<file path="src/rtl/lcmm_pkg.sv">
// LIN channel mode manager: shared types, event and register codes.
// Used by lcmm_step and lin_channel_mode_manager_core; no dependencies.

package lcmm_pkg;

   // event kinds (req_tuser)
   typedef enum logic [2:0] {
      KIND_MODE_REQ   = 3'd0,
      KIND_TICK       = 3'd1,
      KIND_WAKE_CONF  = 3'd2,
      KIND_SLEEP_IND  = 3'd3,
      KIND_SLEEP_CONF = 3'd4,
      KIND_SCHED_REQ  = 3'd5,
      KIND_SCHED_CONF = 3'd6,
      KIND_QUERY      = 3'd7
   } kind_type;

   localparam logic [1:0] MODE_NO_COMM = 2'd0;
   localparam logic [1:0] MODE_FULL    = 2'd1;

   // csr register indexes
   localparam logic [1:0] CSR_CONFIRM_TIMEOUT = 2'd0;
   localparam logic [1:0] CSR_SILENCE_TIMEOUT = 2'd1;
   localparam logic [1:0] CSR_RETRY_MAX       = 2'd2;
   localparam logic [1:0] CSR_IS_SLAVE        = 2'd3;

   localparam int CSR_DATA_BITS = 16;

   typedef enum logic [2:0] {
      TK_NONE    = 3'b001,
      TK_WAKE    = 3'b010,
      TK_SILENCE = 3'b100
   } timer_kind_type;

   typedef enum logic [2:0] {
      RQ_NOTHING = 3'b001,
      RQ_WAKE    = 3'b010,
      RQ_SLEEP   = 3'b100
   } request_type;

   typedef struct packed {
      logic [15:0] confirm_timeout;
      logic [15:0] silence_timeout;
      logic [7:0]  retry_max;
      logic        is_slave;
   } cfg_type;

   typedef struct packed {
      logic           mode_full;
      logic           going_to_sleep;
      logic [15:0]    timer_count;
      timer_kind_type timer_kind;
      request_type    running_request;
      logic [7:0]     retry_count;
      logic           pending_mode_full;
      logic           pending_flag;
      logic [3:0]     current_schedule;
      logic           report_pending;
   } state_type;

   typedef struct packed {
      kind_type   kind;
      logic [1:0] req_mode;
      logic       success;
      logic       lower_accept;
      logic [3:0] schedule_id;
   } event_type;

   typedef struct packed {
      logic       status_ok;
      logic       current_full;
      logic       send_wakeup;
      logic       send_sleep;
      logic       send_schedule;
      logic       indicate_valid;
      logic       indicate_full;
      logic       sched_report_valid;
      logic [3:0] reported_schedule;
      logic       timeout_error;
   } result_type;

endpackage

</file>
<file path="src/rtl/lin_channel_mode_manager_core.sv">
// LIN channel mode manager, top level: event stream in, result stream out.
// Holds channel state, configuration and the result register; uses lcmm_pkg, lcmm_step.
//
// Every event beat produces exactly one result beat, valid in the cycle after
// it is accepted. The whole state update is a single combinational pass, so a
// new event is accepted in every cycle in which the result register is empty
// or being drained; throughput is then one beat per cycle.
// Configuration writes are taken at any edge with csr_we high and must only
// be issued while no event is in flight.

module lin_channel_mode_manager_core #(
   parameter int SCHEDULE_BITS = 4
) (
   input  logic        clock,
   input  logic        reset,
   input  logic        req_tvalid,
   output logic        req_tready,
   input  logic [2:0]  req_tuser,   // kind
   input  logic [7:0]  req_tdata,   // req_mode[1:0], success, lower_accept, schedule_id[3:0]
   output logic        rsp_tvalid,
   input  logic        rsp_tready,
   output logic [15:0] rsp_tdata,   // status_ok, current_full, send_wakeup, send_sleep,
                                    // send_schedule, indicate_valid, indicate_full,
                                    // sched_report_valid, reported_schedule[3:0],
                                    // timeout_error, zero pad
   input  logic        csr_we,
   input  logic [1:0]  csr_index,
   input  logic [lcmm_pkg::CSR_DATA_BITS-1:0] csr_wdata
);

   lcmm_pkg::cfg_type    cfg_ff;
   lcmm_pkg::state_type  state_ff;
   lcmm_pkg::state_type  state_in;
   lcmm_pkg::event_type  evt;
   lcmm_pkg::result_type result;
   logic                 rsp_valid_ff;
   logic [15:0]          rsp_data_ff;
   logic [15:0]          rsp_data_in;
   logic                 req_fire;

   assign req_tready = !rsp_valid_ff || rsp_tready;
   assign req_fire   = req_tvalid && req_tready;
   assign rsp_tvalid = rsp_valid_ff;
   assign rsp_tdata  = rsp_data_ff;

   assign evt.kind         = lcmm_pkg::kind_type'(req_tuser);
   assign evt.req_mode     = req_tdata[1:0];
   assign evt.success      = req_tdata[2];
   assign evt.lower_accept = req_tdata[3];
   assign evt.schedule_id  = req_tdata[7:4];

   lcmm_step #(
      .SCHEDULE_BITS(SCHEDULE_BITS)
   ) u_step (
      .cfg      (cfg_ff),
      .state    (state_ff),
      .evt      (evt),
      .state_nx (state_in),
      .result   (result)
   );

   assign rsp_data_in = {3'b000,
                         result.timeout_error,
                         result.reported_schedule,
                         result.sched_report_valid,
                         result.indicate_full,
                         result.indicate_valid,
                         result.send_schedule,
                         result.send_sleep,
                         result.send_wakeup,
                         result.current_full,
                         result.status_ok};

   always_ff @(posedge clock) begin
      if (reset) begin
         cfg_ff <= '0;
      end else if (csr_we) begin
         case (csr_index)
            lcmm_pkg::CSR_CONFIRM_TIMEOUT: cfg_ff.confirm_timeout <= csr_wdata[15:0];
            lcmm_pkg::CSR_SILENCE_TIMEOUT: cfg_ff.silence_timeout <= csr_wdata[15:0];
            lcmm_pkg::CSR_RETRY_MAX:       cfg_ff.retry_max       <= csr_wdata[7:0];
            lcmm_pkg::CSR_IS_SLAVE:        cfg_ff.is_slave        <= csr_wdata[0];
            default: begin
               cfg_ff <= cfg_ff;
            end
         endcase
      end
   end

   always_ff @(posedge clock) begin
      if (reset) begin
         state_ff.mode_full         <= 1'b0;
         state_ff.going_to_sleep    <= 1'b0;
         state_ff.timer_count       <= 16'd0;
         state_ff.timer_kind        <= lcmm_pkg::TK_NONE;
         state_ff.running_request   <= lcmm_pkg::RQ_NOTHING;
         state_ff.retry_count       <= 8'd0;
         state_ff.pending_mode_full <= 1'b0;
         state_ff.pending_flag      <= 1'b0;
         state_ff.current_schedule  <= 4'd0;
         state_ff.report_pending    <= 1'b0;
      end else if (req_fire) begin
         state_ff <= state_in;
      end
   end

   always_ff @(posedge clock) begin
      if (reset) begin
         rsp_valid_ff <= 1'b0;
      end else if (req_fire) begin
         rsp_valid_ff <= 1'b1;
      end else if (rsp_tready) begin
         rsp_valid_ff <= 1'b0;
      end
   end

   always_ff @(posedge clock) begin
      if (req_fire) begin
         rsp_data_ff <= rsp_data_in;
      end
   end

endmodule

</file>
<file path="src/rtl/lcmm_step.sv">
// LIN channel mode manager: next state and result for one event beat.
// Purely combinational; depends on lcmm_pkg.

module lcmm_step #(
   parameter int SCHEDULE_BITS = 4
) (
   input  lcmm_pkg::cfg_type    cfg,
   input  lcmm_pkg::state_type  state,
   input  lcmm_pkg::event_type  evt,
   output lcmm_pkg::state_type  state_nx,
   output lcmm_pkg::result_type result
);

   localparam logic [3:0] SCHED_MASK =
      (SCHEDULE_BITS >= 4) ? 4'hF : 4'((1 << SCHEDULE_BITS) - 1);

   logic nx_full;
   logic ok;
   logic wants_full;
   logic wake_go;
   logic wake_load;
   logic wake_one_shot;

   always_comb begin
      state_nx      = state;
      result        = '0;
      nx_full       = 1'b0;
      ok            = 1'b0;
      wake_go       = 1'b0;
      wake_load     = 1'b0;
      wake_one_shot = 1'b0;
      wants_full    = state.pending_flag & state.pending_mode_full;

      case (evt.kind)
         lcmm_pkg::KIND_MODE_REQ: begin
            if (evt.req_mode == lcmm_pkg::MODE_NO_COMM ||
                evt.req_mode == lcmm_pkg::MODE_FULL) begin
               nx_full = (evt.req_mode == lcmm_pkg::MODE_FULL);
               if (nx_full && (!cfg.is_slave ||
                     !(state.timer_kind == lcmm_pkg::TK_SILENCE &&
                       state.timer_count != 16'd0))) begin
                  wake_go       = 1'b1;
                  wake_load     = evt.lower_accept;
                  wake_one_shot = 1'b1;
                  ok            = evt.lower_accept;
               end
               if (!nx_full && state.mode_full && !state.going_to_sleep) begin
                  if (!cfg.is_slave) begin
                     result.send_sleep = 1'b1;
                     if (evt.lower_accept) begin
                        state_nx.going_to_sleep  = 1'b1;
                        state_nx.running_request = lcmm_pkg::RQ_SLEEP;
                     end else begin
                        state_nx.running_request = lcmm_pkg::RQ_NOTHING;
                     end
                     ok = evt.lower_accept;
                  end else begin
                     ok = 1'b1;
                  end
                  if (!ok) begin
                     result.indicate_valid = 1'b1;
                     result.indicate_full  = 1'b1;
                  end
               end
               state_nx.pending_mode_full = nx_full;
               state_nx.pending_flag      = 1'b1;
               result.status_ok           = ok;
            end
         end
         lcmm_pkg::KIND_TICK: begin
            if (state.timer_count != 16'd0) begin
               state_nx.timer_count = state.timer_count - 16'd1;
            end
            if (state.running_request == lcmm_pkg::RQ_WAKE &&
                state_nx.timer_count == 16'd0) begin
               if (state.timer_kind == lcmm_pkg::TK_WAKE) begin
                  if (cfg.retry_max != 8'd0) begin
                     if (state.retry_count == 8'd0) begin
                        result.timeout_error = 1'b1;
                        if (cfg.is_slave) begin
                           state_nx.timer_count = cfg.silence_timeout;
                           state_nx.timer_kind  = lcmm_pkg::TK_SILENCE;
                        end else begin
                           state_nx.retry_count = cfg.retry_max;
                        end
                     end else begin
                        state_nx.retry_count = state.retry_count - 8'd1;
                     end
                  end
                  if (wants_full && state_nx.timer_kind != lcmm_pkg::TK_SILENCE) begin
                     wake_go   = 1'b1;
                     wake_load = 1'b1;
                  end
               end else if (state.timer_kind == lcmm_pkg::TK_SILENCE) begin
                  if (wants_full) begin
                     state_nx.timer_kind  = lcmm_pkg::TK_WAKE;
                     state_nx.timer_count = cfg.confirm_timeout;
                     state_nx.retry_count = cfg.retry_max;
                  end else begin
                     state_nx.timer_kind  = lcmm_pkg::TK_NONE;
                     state_nx.timer_count = 16'd0;
                  end
               end
            end
            if (state.report_pending) begin
               state_nx.report_pending  = 1'b0;
               result.sched_report_valid = 1'b1;
               result.reported_schedule  = state.current_schedule;
            end
         end
         lcmm_pkg::KIND_WAKE_CONF: begin
            if (state.running_request == lcmm_pkg::RQ_WAKE) begin
               state_nx.timer_count     = 16'd0;
               state_nx.timer_kind      = lcmm_pkg::TK_NONE;
               state_nx.running_request = lcmm_pkg::RQ_NOTHING;
               result.indicate_valid    = 1'b1;
               if (evt.success) begin
                  state_nx.mode_full      = 1'b1;
                  state_nx.going_to_sleep = 1'b0;
                  state_nx.pending_flag   = 1'b0;
                  result.indicate_full    = 1'b1;
               end
            end
         end
         lcmm_pkg::KIND_SLEEP_IND: begin
            if (state.mode_full) begin
               result.send_sleep = 1'b1;
               if (evt.lower_accept) begin
                  state_nx.going_to_sleep  = 1'b1;
                  state_nx.running_request = lcmm_pkg::RQ_SLEEP;
               end else begin
                  state_nx.running_request = lcmm_pkg::RQ_NOTHING;
               end
            end
         end
         lcmm_pkg::KIND_SLEEP_CONF: begin
            if (state.running_request == lcmm_pkg::RQ_SLEEP) begin
               if (!state.pending_mode_full) begin
                  state_nx.running_request = lcmm_pkg::RQ_NOTHING;
                  state_nx.pending_flag    = 1'b0;
                  state_nx.going_to_sleep  = 1'b0;
                  state_nx.mode_full       = 1'b0;
                  result.indicate_valid    = 1'b1;
               end else begin
                  wake_go   = 1'b1;
                  wake_load = 1'b1;
               end
            end
         end
         lcmm_pkg::KIND_SCHED_REQ: begin
            if (state.mode_full) begin
               result.send_schedule = 1'b1;
               result.status_ok     = evt.lower_accept;
               if (!evt.lower_accept) begin
                  state_nx.report_pending = 1'b1;
               end
            end
         end
         lcmm_pkg::KIND_SCHED_CONF: begin
            state_nx.current_schedule = evt.schedule_id & SCHED_MASK;
            state_nx.report_pending   = 1'b1;
         end
         lcmm_pkg::KIND_QUERY: begin
            result.status_ok    = 1'b1;
            result.current_full = state.mode_full;
         end
         default: begin
            result = '0;
         end
      endcase

      // wakeup start, shared by mode request, tick and sleep confirmation
      if (wake_go) begin
         result.send_wakeup = 1'b1;
         if (wake_load) begin
            state_nx.timer_count     = cfg.confirm_timeout;
            state_nx.timer_kind      = lcmm_pkg::TK_WAKE;
            state_nx.running_request = lcmm_pkg::RQ_WAKE;
            if (wake_one_shot) begin
               state_nx.retry_count = cfg.retry_max;
            end
         end
         if (state_nx.timer_count == 16'd0) begin
            state_nx.timer_kind = lcmm_pkg::TK_NONE;
         end
      end
   end

endmodule
</file>
<file path="config.mk">
export PLATFORM = sky130hd
export DESIGN_NAME = lin_channel_mode_manager_core
export DESIGN_NICKNAME = d
export VERILOG_FILES = /design/src/rtl/lcmm_pkg.sv /design/src/rtl/lin_channel_mode_manager_core.sv /design/src/rtl/lcmm_step.sv
export SDC_FILE = /design/constraint.sdc
export NUM_CORES = 1
export LEC_CHECK = 0
export ABC_AREA = 1
export BUFFER_PORTS_ARGS = -buffer_cell sky130_fd_sc_hd__clkbuf_2
export CORE_ASPECT_RATIO = 1.25
export CORE_UTILIZATION = 55
export DETAILED_ROUTE_END_ITERATION = 10
export PLACE_DENSITY = 0.74
export SKIP_CTS_REPAIR_TIMING = 1
export SYNTH_ARGS = -nofsm -noshare
export SYNTH_HDL_FRONTEND = slang
export SYNTH_SLANG_ARGS = --single-unit
</file>
<file path="constraint.sdc">
create_clock -name clock -period 2.5 [get_ports clock]
set_input_delay 0.125 -clock clock [delete_from_list [all_inputs] [get_ports clock]]
set_output_delay 0.125 -clock clock [all_outputs]
set_load 0.005 [all_outputs]
</file>
---- Word-level counts from Yosys, hierarchy flattened ----
Cells that the tools add are included.
storage, ports and cells
  flip-flop bits (word level) ............. 94
  bits in latches ......................... 0
  RAM bits ................................ 0
  memory bits (read-only) ................. 0
  bits of input ports ..................... 34
  output and inout port bits .............. 18
  word-level logic and storage cells ...... 183
  memories ................................ 0
operators by class
  add/subtract/negate cells ............... 2
  multiply operators ...................... 0
  divide/modulo/power cells ............... 0
  magnitude comparators ................... 0
  equal/unequal tests ..................... 26
  shifts and indexed selects .............. 0
  muxes and demuxes ....................... 93
  bitwise gates (word level) .............. 1
  reductions and logical operators ........ 40
operators by type and width
  kind                     number
  $mux W19                 10
  $mux W30                 3
  $mux W8                  9
  $mux W1                  40
  $pmux W19 S2             1
  $logic_not A16 Y1        2
  $mux W16                 2
  $mux W24                 1
  $mux W3                  8
  $eq A3 B3 Y1 const B     6
  $pmux W1 S3              6
  $reduce_bool A16 Y1      1
  $sub A16 B1 Y16 const B  1
  $mux W2                  7
  $eq A3 B2 Y1 const B     4
  $ne A2 B2 Y1 const B     6
  $pmux W3 S4              1
  $reduce_and A2 Y1        6
  $reduce_and A10 Y1       1
  $logic_not A8 Y1         1
  $ne A2 B1 Y1 const B     4
  $reduce_and A4 Y1        2
  $reduce_bool A8 Y1       1
  $sub A8 B1 Y8 const B    1
  other kinds (19)         38

---- Depth between registers and ports, before layout ----
Gate-level depths: netlist of the first run.
  depth in word-level cells ............... 20
  gate-level depth with buffers ........... 23

---- By module ----
A second synthesis of the first run with hierarchy kept.
unflattened totals
  cells, all modules ...................... 1231
  area, all modules ....................... 7133.1 um^2
modules (own cells, without submodules)
  module                         times used  cells an instance  area each (um^2)
  lin_channel_mode_manager_core  1           542                3906.2
  lcmm_step                      1           689                3226.8

---- Worst setup path before layout of the first run ----
No wires, ideal clock.
  path type ............................... register -> register
  start point ............................. register state_ff[21] (netlist name)
  end point ............................... register state_ff[19] (netlist name)
  library setup time ...................... 132 ps
  data arrival time ....................... 2399 ps
  required time ........................... 2368 ps
  slack ................................... -32 ps
  cell stages (with the launch flop) ...... 22
  path buffers ............................ 2
  cell sequence ........................... dfxtp_1 -> inv_2 -> ha_1 -> nand2_4 -> nor2_4 -> nand2_4 -> buf_6 -> nand3_4 -> nand2_2 -> nor2_4 -> nand3_2 -> nor2_4 -> buf_6 -> nand2_1 -> nand3_1 -> nand2_1 -> nor2_1 -> nand2_1 -> o21bai_2 -> nand3_2 -> nand2_1 -> a21oi_1
between the ends
  cells in the longest elaborated chain, start to end .. 17
  elaborated cells on any way between the ends .. 33
  those cells by class .................... add/sub: 1; mux: 24; reduce/logical: 8
ends and longest elaborated chain
  element                                                 RTL line                                           RTL
  start: declaration                                      lin_channel_mode_manager_core.sv:32                lcmm_pkg::state_type state_ff;
  start signal: assignment                                lin_channel_mode_manager_core.sv:103               state_ff <= state_in;
  $sub A16 B1 Y16 or $reduce_bool A16 Y1 (tied branches)  lcmm_step.sv:72, lcmm_step.sv:41, lcmm_step.sv:71
  $mux W16                                                lcmm_step.sv:71                                    if (state.timer_count != 16'd0) begin
  $mux W16                                                lcmm_step.sv:34                                    case (evt.kind)
  $mux W19                                                lcmm_step.sv:80                                    if (cfg.is_slave) begin
  $mux W19                                                lcmm_step.sv:78                                    if (state.retry_count == 8'd0) begin
  $mux W19                                                lcmm_step.sv:77                                    if (cfg.retry_max != 8'd0) begin
  $mux W19                                                lcmm_step.sv:76                                    if (state.timer_kind == lcmm_pkg::TK_WAKE) begin
  $mux W19                                                lcmm_step.sv:74                                    if (state.running_request == lcmm_pkg::RQ_WAKE &&
  $mux W19                                                lcmm_step.sv:34
  $mux W19                                                lcmm_step.sv:76
  $mux W19                                                lcmm_step.sv:74
  $pmux W19 S2                                            lcmm_step.sv:34
  $mux W30                                                lcmm_step.sv:175                                   if (wake_load) begin
  $mux W30                                                lcmm_step.sv:173                                   if (wake_go) begin
  $logic_not A16 Y1                                       lcmm_step.sv:183                                   if (state_nx.timer_count == 16'd0) begin
  $mux W3                                                 lcmm_step.sv:183
  $mux W30 (*)                                            lcmm_step.sv:173
Mark *: on every way between the ends. The rest lies on a longest branch, timed or not. The select of a mux whose other input is x is not followed.
A chain may end at the register's enable or synchronous reset.

---- Final worst setup path of the first run ----
  start point ............................. register state_ff[22] (netlist name)
  end point ............................... register state_ff[19] (netlist name)
Same word-level chain as after synthesis.

==> results.json, run 1 <==
{
  "rr_endpoint": "state_ff[19]",
  "vias": 7332,
  "hpwlAfterDp_um": 14200,
  "grt_max_degree": 61,
  "rrSetupSlack_ns": -0.36,
  "leakagePower_nw": 3.67,
  "rr_worst_depth": 20,
  "hold_depth": 3,
  "drtPass1Iterations": 5,
  "design.core.area_sq_um": 11000,
  "routed_via_density": 5.81,
  "finalCritPeriodShare": 1.14,
  "design_area_sq_um": 8230,
  "yosys_warnings": 0,
  "root_buffer": "clkbuf_16",
  "overflow": 0,
  "tightest_slew_ns": 0.775,
  "fin_skew_ns": 0.0125,
  "r2r_start": "state_ff[22]",
  "cts_buffers": 9,
  "slew_headroom": 0.483,
  "rsz0062_at_grt": "true",
  "initial_utilization": 0.563,
  "cts_tree": "built",
  "synth_area_leaders": "dfxtp_1 (26%), nand2_1 (12%), o21ai_0 (8.9%)",
  "setup_viol": 26,
  "fin_ws_ns": -0.356,
  "status": "finished, violations left",
  "synth-async-reset-ratio": 0,
  "die_area_sq_um": 11700,
  "crit_arrival_ns": 3.07,
  "placed_cell_area_sq_um": 7290,
  "violations": "negative setup slack",
  "irDropWorstVdd_mv": 0.452,
  "layout-drive-gt1-share": 0.269,
  "grt_pass1_wl_um": 30600,
  "yosysSeqAreaShare": 0.324,
  "dieHeight_um": 121,
  "p_per_area_nw_per_um2": 532,
  "hold_violations": 0,
  "nNetsFinal": 1158,
  "worstPathRequired_ns": 2.72,
  "synth.ff_latch_count": 94,
  "cts_buffer_depth": 2,
  "grt.total_usage": 0.324,
  "fp-row-count": 43,
  "yosysTopAreaCellShare": 0.261,
  "num_io_pins": 52,
  "clk_latency_ns": 0.36,
  "cts_sinks": 94,
  "grt_pass1_vias": 6271,
  "maxCapViolCount": 0,
  "antenna_found_initial": 0,
  "drt_iter0_markers": 774,
  "hold_path.class": "in2reg",
  "clk_pin_slew_ns": 0.08,
  "syn_avg_cell_area_sq_um": 6.39,
  "synth-edff-count": 13,
  "min-delay-start": "csr_wdata[8]",
  "drc": 0,
  "ys_types": 46,
  "critPathLaunchType": "flip-flop",
  "ant_nets": 0,
  "synthesis.area_sq_um": 6210,
  "htree_levels": 3,
  "cp-end-kind": "flip-flop",
  "timing.hold.ws_ns": 0.0327,
  "antenna_cells": 0,
  "yosysTopAreaCell": "dfxtp_1",
  "portBuffers": 48,
  "finalCriticalPeriod_ns": 2.86,
  "path_class": "reg2reg",
  "synth_flop_cell": "dfxtp_1",
  "gp_congestion": 0.975,
  "post_drt_wl_per_cell_um": 15.9,
  "syn_inst": 972,
  "power_mw": 4.38,
  "dp_slack_ns": -0.287,
  "fmax_ghz": 0.350,
  "cp_max_fo": 8,
  "area_delta_synth_final_pct": 32.4,
  "drt-total-wl_um": 20000,
  "fp.dieW_um": 97.1,
  "drv_slew": 0,
  "worstHoldEndpoint": "cfg_ff[17]"
}
==> per-stage QoR <==
stage	instances	setup TNS [ns]	utilization
after floorplan	974	0	-
after global placement	1226	-2.81	0.661
after detailed placement	1226	-4.22	0.661
after CTS	1242	-5.28	0.687
after global routing	1262	-8.44	0.746
final	1262	-5.07	0.746
==> how the worst max path moves through the flow <==
stage / startpoint / depth (start not counted) / endpoint / slack, ns
after floorplan: state_ff[21] / 21 / state_ff[19] / 0.008
after global placement: state_ff[22] / 21 / state_ff[20] / -0.26
after detailed placement: state_ff[22] / 20 / state_ff[19] / -0.29
after CTS: state_ff[22] / 20 / state_ff[19] / -0.34
after global routing: state_ff[22] / 20 / state_ff[19] / -0.47
final: state_ff[22] / 20 / state_ff[19] / -0.36
==> critical path, cell delays in order, from the launching register on <==
cell and delay [ns]:
dfxtp_2 0.33, inv_2 0.07, ha_4 0.16, nand2_8 0.07
nor2_4 0.21, nand2_8 0.11, buf_12 0.17, nand2_4 0.07
and3_4 0.20, nand3_4 0.08, nor2_4 0.21, nand3_4 0.13
nand3_4 0.12, buf_6 0.11, a21oi_2 0.03, nor2_1 0.11
nand2_1 0.09, nor2_2 0.17, nand3_4 0.11, nand2_1 0.07
a21oi_1 0.06
==> kinds of logic (layout without fill, tap and decap cells) <==
group | count (synthesis) | after routing | share of synthesized area
buffers and inverters | 172 | 324 | 0.114
DFF | 94 | 94 | 0.324
adders and majority gates | 2 | 2 | 0.00403
AOI/OAI and AO/OA | 276 | 276 | 0.248
and+or+nand+nor | 424 | 425 | 0.305
other | 1 | 3 | 0.000603
xor gates and xnor gates | 3 | 3 | 0.00423
==> Yosys cell counts (3+ instances only) <==
| cell type | count |
|---|---|
| edfxtp_1 | 13 |
| inv_1 | 123 |
| o2111ai_1 | 3 |
| inv_2 | 3 |
| o21ai_1 | 11 |
| nor2_2 | 7 |
| nand2_2 | 5 |
| o211ai_1 | 26 |
| nand4_1 | 11 |
| o31ai_1 | 4 |
| buf_6 | 6 |
| o21ai_0 | 110 |
| o221ai_1 | 5 |
| nand2_4 | 3 |
| o21bai_1 | 4 |
| nor3_1 | 11 |
| clkbuf_1 | 31 |
| buf_4 | 5 |
| a31oi_1 | 6 |
| nand3_1 | 64 |
| nor2_1 | 107 |
| a21oi_1 | 90 |
| nand3_2 | 8 |
| nor2_4 | 5 |
| dfxtp_1 | 81 |
| o22ai_1 | 9 |
| nand2_1 | 195 |
==> power breakdown <==
part / internal (mW) / switching [mW] / total [mW]
combinational: 0.567 / 0.809 / 1.38
clock: 0.698 / 0.654 / 1.35
sequential: 1.60 / 0.0491 / 1.65
==> routing by layer <==
layer	GRT usage	up-vias	part of all wire	wire, um
met5	0	-	0	0
met4	0.158	0	0.045	899
met3	0.0480	85	0.066	1320
met2	0.531	324	0.47	9370
met1	0.417	3371	0.42	8410
li1	-	3552	-	-
==> cell usage in the layout, fill, tap and decap left out, types with 4 or more instances in the layout <==
cell type,synthesis,routed
nand2_1,195,177
inv_1,123,121
buf_4,5,117
o21ai_0,110,99
a21oi_1,90,88
nor2_1,107,86
dfxtp_1,81,76
nand3_1,64,51
clkbuf_2,0,48
o211ai_1,26,26
nor2_2,7,19
o21ai_1,11,18
nand2_2,5,15
nand3_2,8,15
nor2_4,5,14
edfxtp_1,13,13
nor3_1,11,11
nand4_1,11,11
nand2_4,3,10
clkbuf_16,0,10
buf_6,6,10
o22ai_1,9,8
nand3_4,1,7
a31oi_1,6,6
o221ai_1,5,5
inv_2,3,4
o21bai_1,4,4
buf_12,0,4
dfxtp_2,0,4
==> sequential cells by signal (all words and copies together), names as in the netlist <==
register,cells
state_ff,39
rsp_tvalid,1
rsp_tdata,13
cfg_ff,41
==> layout make-up <==
| type | instances | area (sq um) |
|---|---|---|
| clock buffer | 9 | 225 |
| inverter | 128 | 483 |
| fill | 883 | 2800 |
| tap | 135 | 169 |
| timing repair buffer | 180 | 1340 |
| clock inverter | 7 | 66.3 |
| multi-input combinational | 709 | 3930 |
| sequential | 94 | 2020 |
Note: power is estimated with default switching activity, not from simulation.
==> inputs of run 2 (changes only) <==
- RECOVER_POWER: default -> 25
==> run 2 against run 1 <==
Effect of this change:
- the run still ends with negative setup slack left
- total power barely moved
- critical path depth did not move
- routed wire length fell by 0.21%
- via count fell by 0.30%
- maximum frequency rose by 0.62%
- final cell count did not move
- non-clock buffer count did not move
- global-route usage did not move
- combinational power barely moved
- critical endpoint unchanged
==> results.json, run 2 (synthesized netlist as in run 1, its figures left out) <==
{
  "drc": 0,
  "cp-end-kind": "flip-flop",
  "num_io_pins": 52,
  "grt_max_degree": 61,
  "dieHeight_um": 121,
  "clk_latency_ns": 0.35,
  "fp-row-count": 43,
  "grt_pass1_wl_um": 30600,
  "grt_pass1_vias": 6271,
  "min-delay-start": "req_tdata[0]",
  "fin_tns_setup_ns": -4.94,
  "fin_skew_ns": 0.0125,
  "setup_viol": 26,
  "root_buffer": "clkbuf_16",
  "antenna_found_initial": 0,
  "largest_reg_flops": 41,
  "finalCriticalPeriod_ns": 2.84,
  "grt.total_usage": 0.324,
  "slew_headroom": 0.489,
  "layout-drive-gt1-share": 0.263,
  "status": "finished, violations left",
  "regArea_sq_um": 2020,
  "mostFrequentLayoutCells": "nand2_1 (177), inv_1 (121), buf_4 (117)",
  "gp_congestion": 0.975,
  "timing.hold.ws_ns": 0.0334,
  "vias": 7310,
  "violations": "negative setup slack",
  "leakagePower_nw": 3.65,
  "cts_tree": "built",
  "path_class": "reg2reg",
  "clk_pin_slew_ns": 0.08,
  "portBuffers": 48,
  "fp.dieW_um": 97.1,
  "die_area_sq_um": 11700,
  "fillers": 888,
  "finalCritPeriodShare": 1.14,
  "power_mw": 4.38,
  "rsz0062_at_grt": "true",
  "post_drt_wl_per_cell_um": 15.8,
  "r2r_start": "state_ff[22]",
  "multi_input_area_sq_um": 3930,
  "hold_path.class": "in2reg",
  "final_common_cell": "nand2_1",
  "p_per_area_nw_per_um2": 533,
  "drt_iter0_markers": 840,
  "drv_slew": 0,
  "fmax_ghz": 0.352,
  "design.core.area_sq_um": 11000,
  "antenna_cells": 0,
  "nNetsFinal": 1158,
  "area_delta_synth_final_pct": 32.2,
  "drtPass1Iterations": 6,
  "cts_buffer_depth": 2,
  "largest_register": "cfg_ff",
  "critPathLaunchType": "flip-flop",
  "maxCapViolCount": 0,
  "cts_sinks": 94,
  "cp_max_fo": 8,
  "tightest_slew_ns": 0.765,
  "fin_cells": 1262,
  "initial_utilization": 0.563,
  "startpoint": "state_ff[22]",
  "fin_ws_ns": -0.338,
  "overflow": 0,
  "cts_buffers": 9,
  "ant_nets": 0,
  "irDropWorstVdd_mv": 0.452,
  "drt-total-wl_um": 20000,
  "hold_violations": 0,
  "hpwlAfterDp_um": 14200,
  "routed_via_density": 5.79,
  "worstPathRequired_ns": 2.71,
  "htree_levels": 3,
  "placed_cells": 1226,
  "crit_arrival_ns": 3.05
}
## run 2: cell counts in the layout (fill, tap and decap cells not counted)
No cell type changed its count.
## run 2: worst paths after layout
kind | to | depth (start not counted) | slack [ns]
setup / recovery | state_ff[19] | 20 | -0.34
hold / removal | state_ff[6] | 3 | 0.03
setup reg to reg | state_ff[19] | 20 | -0.34
hold reg to reg | cfg_ff[19] | 2 | 0.45
## run 2: through the flow
| stage | setup WS, ns | util | area, sq um |
|---|---|---|---|
| 2_1_floorplan | 0.00820 | - | 6220 |
| 3_3_place_gp | -0.257 | 0.661 | 7290 |
| 3_5_place_dp | -0.287 | 0.661 | 7290 |
| 4_1_cts | -0.335 | 0.687 | 7580 |
| 5_1_grt | -0.467 | 0.745 | 8220 |
| 6_report | -0.338 | 0.745 | 8220 |
## run 2: metal layers
layer | track usage | vias up | routed length, um
li1 | - | 3556 | -
met1 | 0.417 | 3330 | 8370
met2 | 0.531 | 334 | 9350
met3 | 0.0480 | 90 | 1320
met4 | 0.158 | 0 | 925
met5 | 0 | - | 0
## run 2: area by class of cell
| cell class | instances | area share |
|---|---|---|
| multi-input combinational | 709 | 0.478 |
| sequential | 94 | 0.246 |
| timing repair buffer | 180 | 0.162 |
| inverter | 128 | 0.0588 |
| clock buffer | 9 | 0.0274 |
| tap | 135 | 0.0206 |
| clock inverter | 7 | 0.00807 |
## run 2: critical path: stages, from the launching register on
cell and delay (ns):
dfxtp_2 0.33, inv_2 0.07, ha_4 0.16, nand2_8 0.07
nor2_4 0.21, nand2_8 0.11, buf_12 0.17, nand2_4 0.07
and3_4 0.20, nand3_4 0.08, nor2_4 0.21, nand3_4 0.13
nand3_4 0.12, buf_6 0.11, a21oi_2 0.03, nor2_1 0.11
nand2_1 0.08, nor2_2 0.17, nand3_4 0.11, nand2_1 0.07
a21oi_1 0.06
## run 2: where the power goes
part	total, mW	switching, mW	internal (mW)	leakage, nW
clock network	1.35	0.653	0.698	0.144
registers	1.65	0.0491	1.60	0.796
logic	1.37	0.809	0.565	2.71
total	4.38	1.51	2.87	3.65
==> inputs of run 3 (changes only) <==
--- a/config.mk
+++ b/config.mk
@@ -6,5 +6,4 @@
 export NUM_CORES = 1
 export LEC_CHECK = 0
-export ABC_AREA = 1
 export BUFFER_PORTS_ARGS = -buffer_cell sky130_fd_sc_hd__clkbuf_2
 export CORE_ASPECT_RATIO = 1.25
==> constraint.sdc (replaced) <==
create_clock -name clock -period 2.5 [get_ports clock]
set_input_delay 0.125 -clock clock [delete_from_list [all_inputs] [get_ports clock]]
set_output_delay 0.125 -clock clock [all_outputs]
set_load 0.05 [all_outputs]
==> run 3 against run 2 <==
Effect of this change:
- the flow still finishes with violations (negative setup slack)
- routed wire length up 14%
- via count is 0.77% lower
- non-clock buffer count up 49
- clock skew fell by 0.0074 ns
- core utilization rose by 1.7 points
- global-route usage grew 7.8 points
- hold slack worse by 0.027 ns
- register-to-register slack got worse by 0.34 ns
- combinational power fell by 29%
- highest routed layer unchanged
==> results.json, run 3 <==
{
  "status": "finished, violations left",
  "violations": "negative setup slack",
  "drv_slew": 0,
  "fin_ws_ns": -0.675,
  "startpoint": "state_ff[22]",
  "multi_input_area_sq_um": 3970,
  "cts_buffers": 9,
  "grt.total_usage": 0.401,
  "cts_tree": "built",
  "fin_tns_setup_ns": -15.59,
  "dieHeight_um": 119,
  "cp_max_fo": 5,
  "gp_congestion": 1.09,
  "placed_cell_area_sq_um": 7550,
  "hold_violations": 0,
  "num_io_pins": 52,
  "area_delta_synth_final_pct": 34.1,
  "yosysSeqAreaShare": 0.332,
  "clk_pin_slew_ns": 0.07,
  "synthesis.area_sq_um": 6060,
  "fp.dieW_um": 95.9,
  "synth_flop_cell": "dfxtp_1",
  "synth-edff-count": 13,
  "tightest_slew_ns": 0.915,
  "nNetsFinal": 1031,
  "maxCapViolCount": 0,
  "irDropWorstVdd_mv": 0.409,
  "synthTopCellsByCount": "nand2_1 (133), a21oi_1 (100), nor2_1 (92)",
  "grt_pass1_wl_um": 34800,
  "synth.ff_latch_count": 94,
  "cts_sinks": 94,
  "synthSimpleGateAreaFrac": 0.297,
  "min-delay-start": "csr_wdata[14]",
  "finalCriticalPeriod_ns": 3.18,
  "initial_utilization": 0.568,
  "largest_reg_flops": 41,
  "synth_mux_area_frac": 0.0337,
  "cts_buffer_depth": 2,
  "syn_inst": 814,
  "drtPass1Iterations": 5,
  "fin_skew_ns": 0.00511,
  "critical-path-max-stage-delay_ns": 0.40,
  "largest_register": "cfg_ff",
  "yosys_warnings": 0,
  "path_class": "reg2reg",
  "critPathLaunchType": "flip-flop",
  "die_area_sq_um": 11400,
  "synthAdderAreaFrac": 0.00413,
  "drt_iter0_markers": 576,
  "routed_via_density": 6.41,
  "design.core.area_sq_um": 10700,
  "cp-end-kind": "flip-flop",
  "synth_xor_area_frac": 0.00289,
  "finalCritPeriodShare": 1.27,
  "design_area_sq_um": 8130,
  "fp-row-count": 42,
  "drc": 0,
  "slowest_stage": "or3b_4",
  "setup_viol": 32,
  "portBuffers": 48,
  "synth-async-reset-ratio": 0,
  "fillers": 836,
  "ys_types": 83,
  "htree_levels": 3,
  "vias": 7254,
  "crit_path_cell_trace": "inv_4 -> ha_4 -> or3b_4 -> nor4_4 -> mux2_4 -> o211ai_1 -> nor4_2 -> or2_4 -> buf_6 -> a211oi_4 -> nand4_1 -> o2bb2ai_2 -> a22o_1",
  "ant_nets": 0,
  "layout-drive-gt1-share": 0.318,
  "clk_latency_ns": 0.35,
  "post_drt_wl_per_cell_um": 20.1,
  "overflow": 0,
  "crit_arrival_ns": 3.42,
  "synth_top_family_by_area": "simple AND/OR/NAND/NOR gates",
  "antenna_cells": 0,
  "yosysTopAreaCell": "dfxtp_1",
  "mostFrequentLayoutCells": "buf_4 (173), nand2_1 (133), a21oi_1 (96)",
  "grt_pass1_vias": 6738,
  "drt-total-wl_um": 22700,
  "root_buffer": "clkbuf_16",
  "final_common_cell": "buf_4",
  "yosysTopAreaCellShare": 0.268,
  "syn_avg_cell_area_sq_um": 7.44,
  "fmax_ghz": 0.315,
  "synth_compound_area_frac": 0.276,
  "rsz0062_at_grt": "true",
  "grt_max_degree": 36,
  "hold_path.class": "in2reg",
  "hpwlAfterDp_um": 17200,
  "leakagePower_nw": 3.33,
  "slew_headroom": 0.390,
  "r2r_start": "state_ff[22]",
  "p_per_area_nw_per_um2": 488,
  "worstPathRequired_ns": 2.75,
  "synth_area_leaders": "dfxtp_1 (27%), a21oi_1 (8.3%), nand2_1 (8.2%)",
  "regArea_sq_um": 2020,
  "antenna_found_initial": 0,
  "yosysMostFrequentCell": "nand2_1"
}
-- run 3: changes by cell type after synthesis, sizes merged, moves of 11 or more --
cell,previous run,this run
clkbuf,31,42
inv,126,14
o211ai,26,15
nor3,13,29
nand3,73,17
a211oi,2,19
nand2,203,133
nor4,2,18
a22oi,1,16
o21ai,121,41
nor2,119,93
a21oi,90,102
mux2i,0,17
-- run 3: cell type report --
cell class,count,share of cell area
Timing Repair Buffer,229,0.200
Clock inverter,4,0.00339
Multi-Input combinational cell,647,0.488
Inverter,14,0.00677
Sequential cell,94,0.248
Clock buffer,12,0.0329
Tap cell,132,0.0203
-- run 3: layer usage --
layer	GRT usage	vias to the layer above	routed length [um]
li1	-	3343	-
met5	0	-	0
met1	0.487	3349	8640
met2	0.652	453	10900
met4	0.233	0	1350
met3	0.0722	109	1810
-- run 3: final timing paths --
path | to | slack (ns) | cells past startpoint
max | state_ff[20] | -0.68 | 13
min | cfg_ff[23] | 0.007 | 3
min reg2reg | cfg_ff[17] | 0.46 | 2
max reg2reg | state_ff[20] | -0.68 | 13
-- run 3: per-stage QoR --
step                instances  power [mW]  setup slack [ns]   util  hold WS [ns]
global placement         1108        2.53            -0.564  0.707         0.355
CTS                      1124        3.89            -0.680  0.735       0.00748
detailed placement       1108        2.54            -0.676  0.707         0.365
global route             1132        4.09            -0.808  0.762        0.0132
floorplan                 816        2.17            -0.427      -         0.254
finish                   1132        3.97            -0.675  0.762       0.00658
-- run 3: kinds of logic after synthesis --
| family | count (synthesis) |
|---|---|
| fa+ha+maj | 2 |
| compound gates | 261 |
| flops | 94 |
| xor+xnor | 2 |
| other cells | 1 |
| simple gates | 359 |
| buf+inv | 75 |
| mux | 20 |
-- run 3: power breakdown --
group          internal (mW)  total [mW]  switching [mW]
sequential              1.58        1.62          0.0371
combinational          0.393       0.974           0.581
clock                  0.766        1.38           0.611
-- run 3: critical path: cells and delay by family, from the launching register on --
family	cells	cell delay (ns)
multiplexers	1	0.34
adder cells (fa/ha/maj)	1	0.13
flip-flops	1	0.36
AND/OR/NAND/NOR	5	1.22
buffers and inverters	2	0.20
AO/OA/AOI/OAI	4	0.80
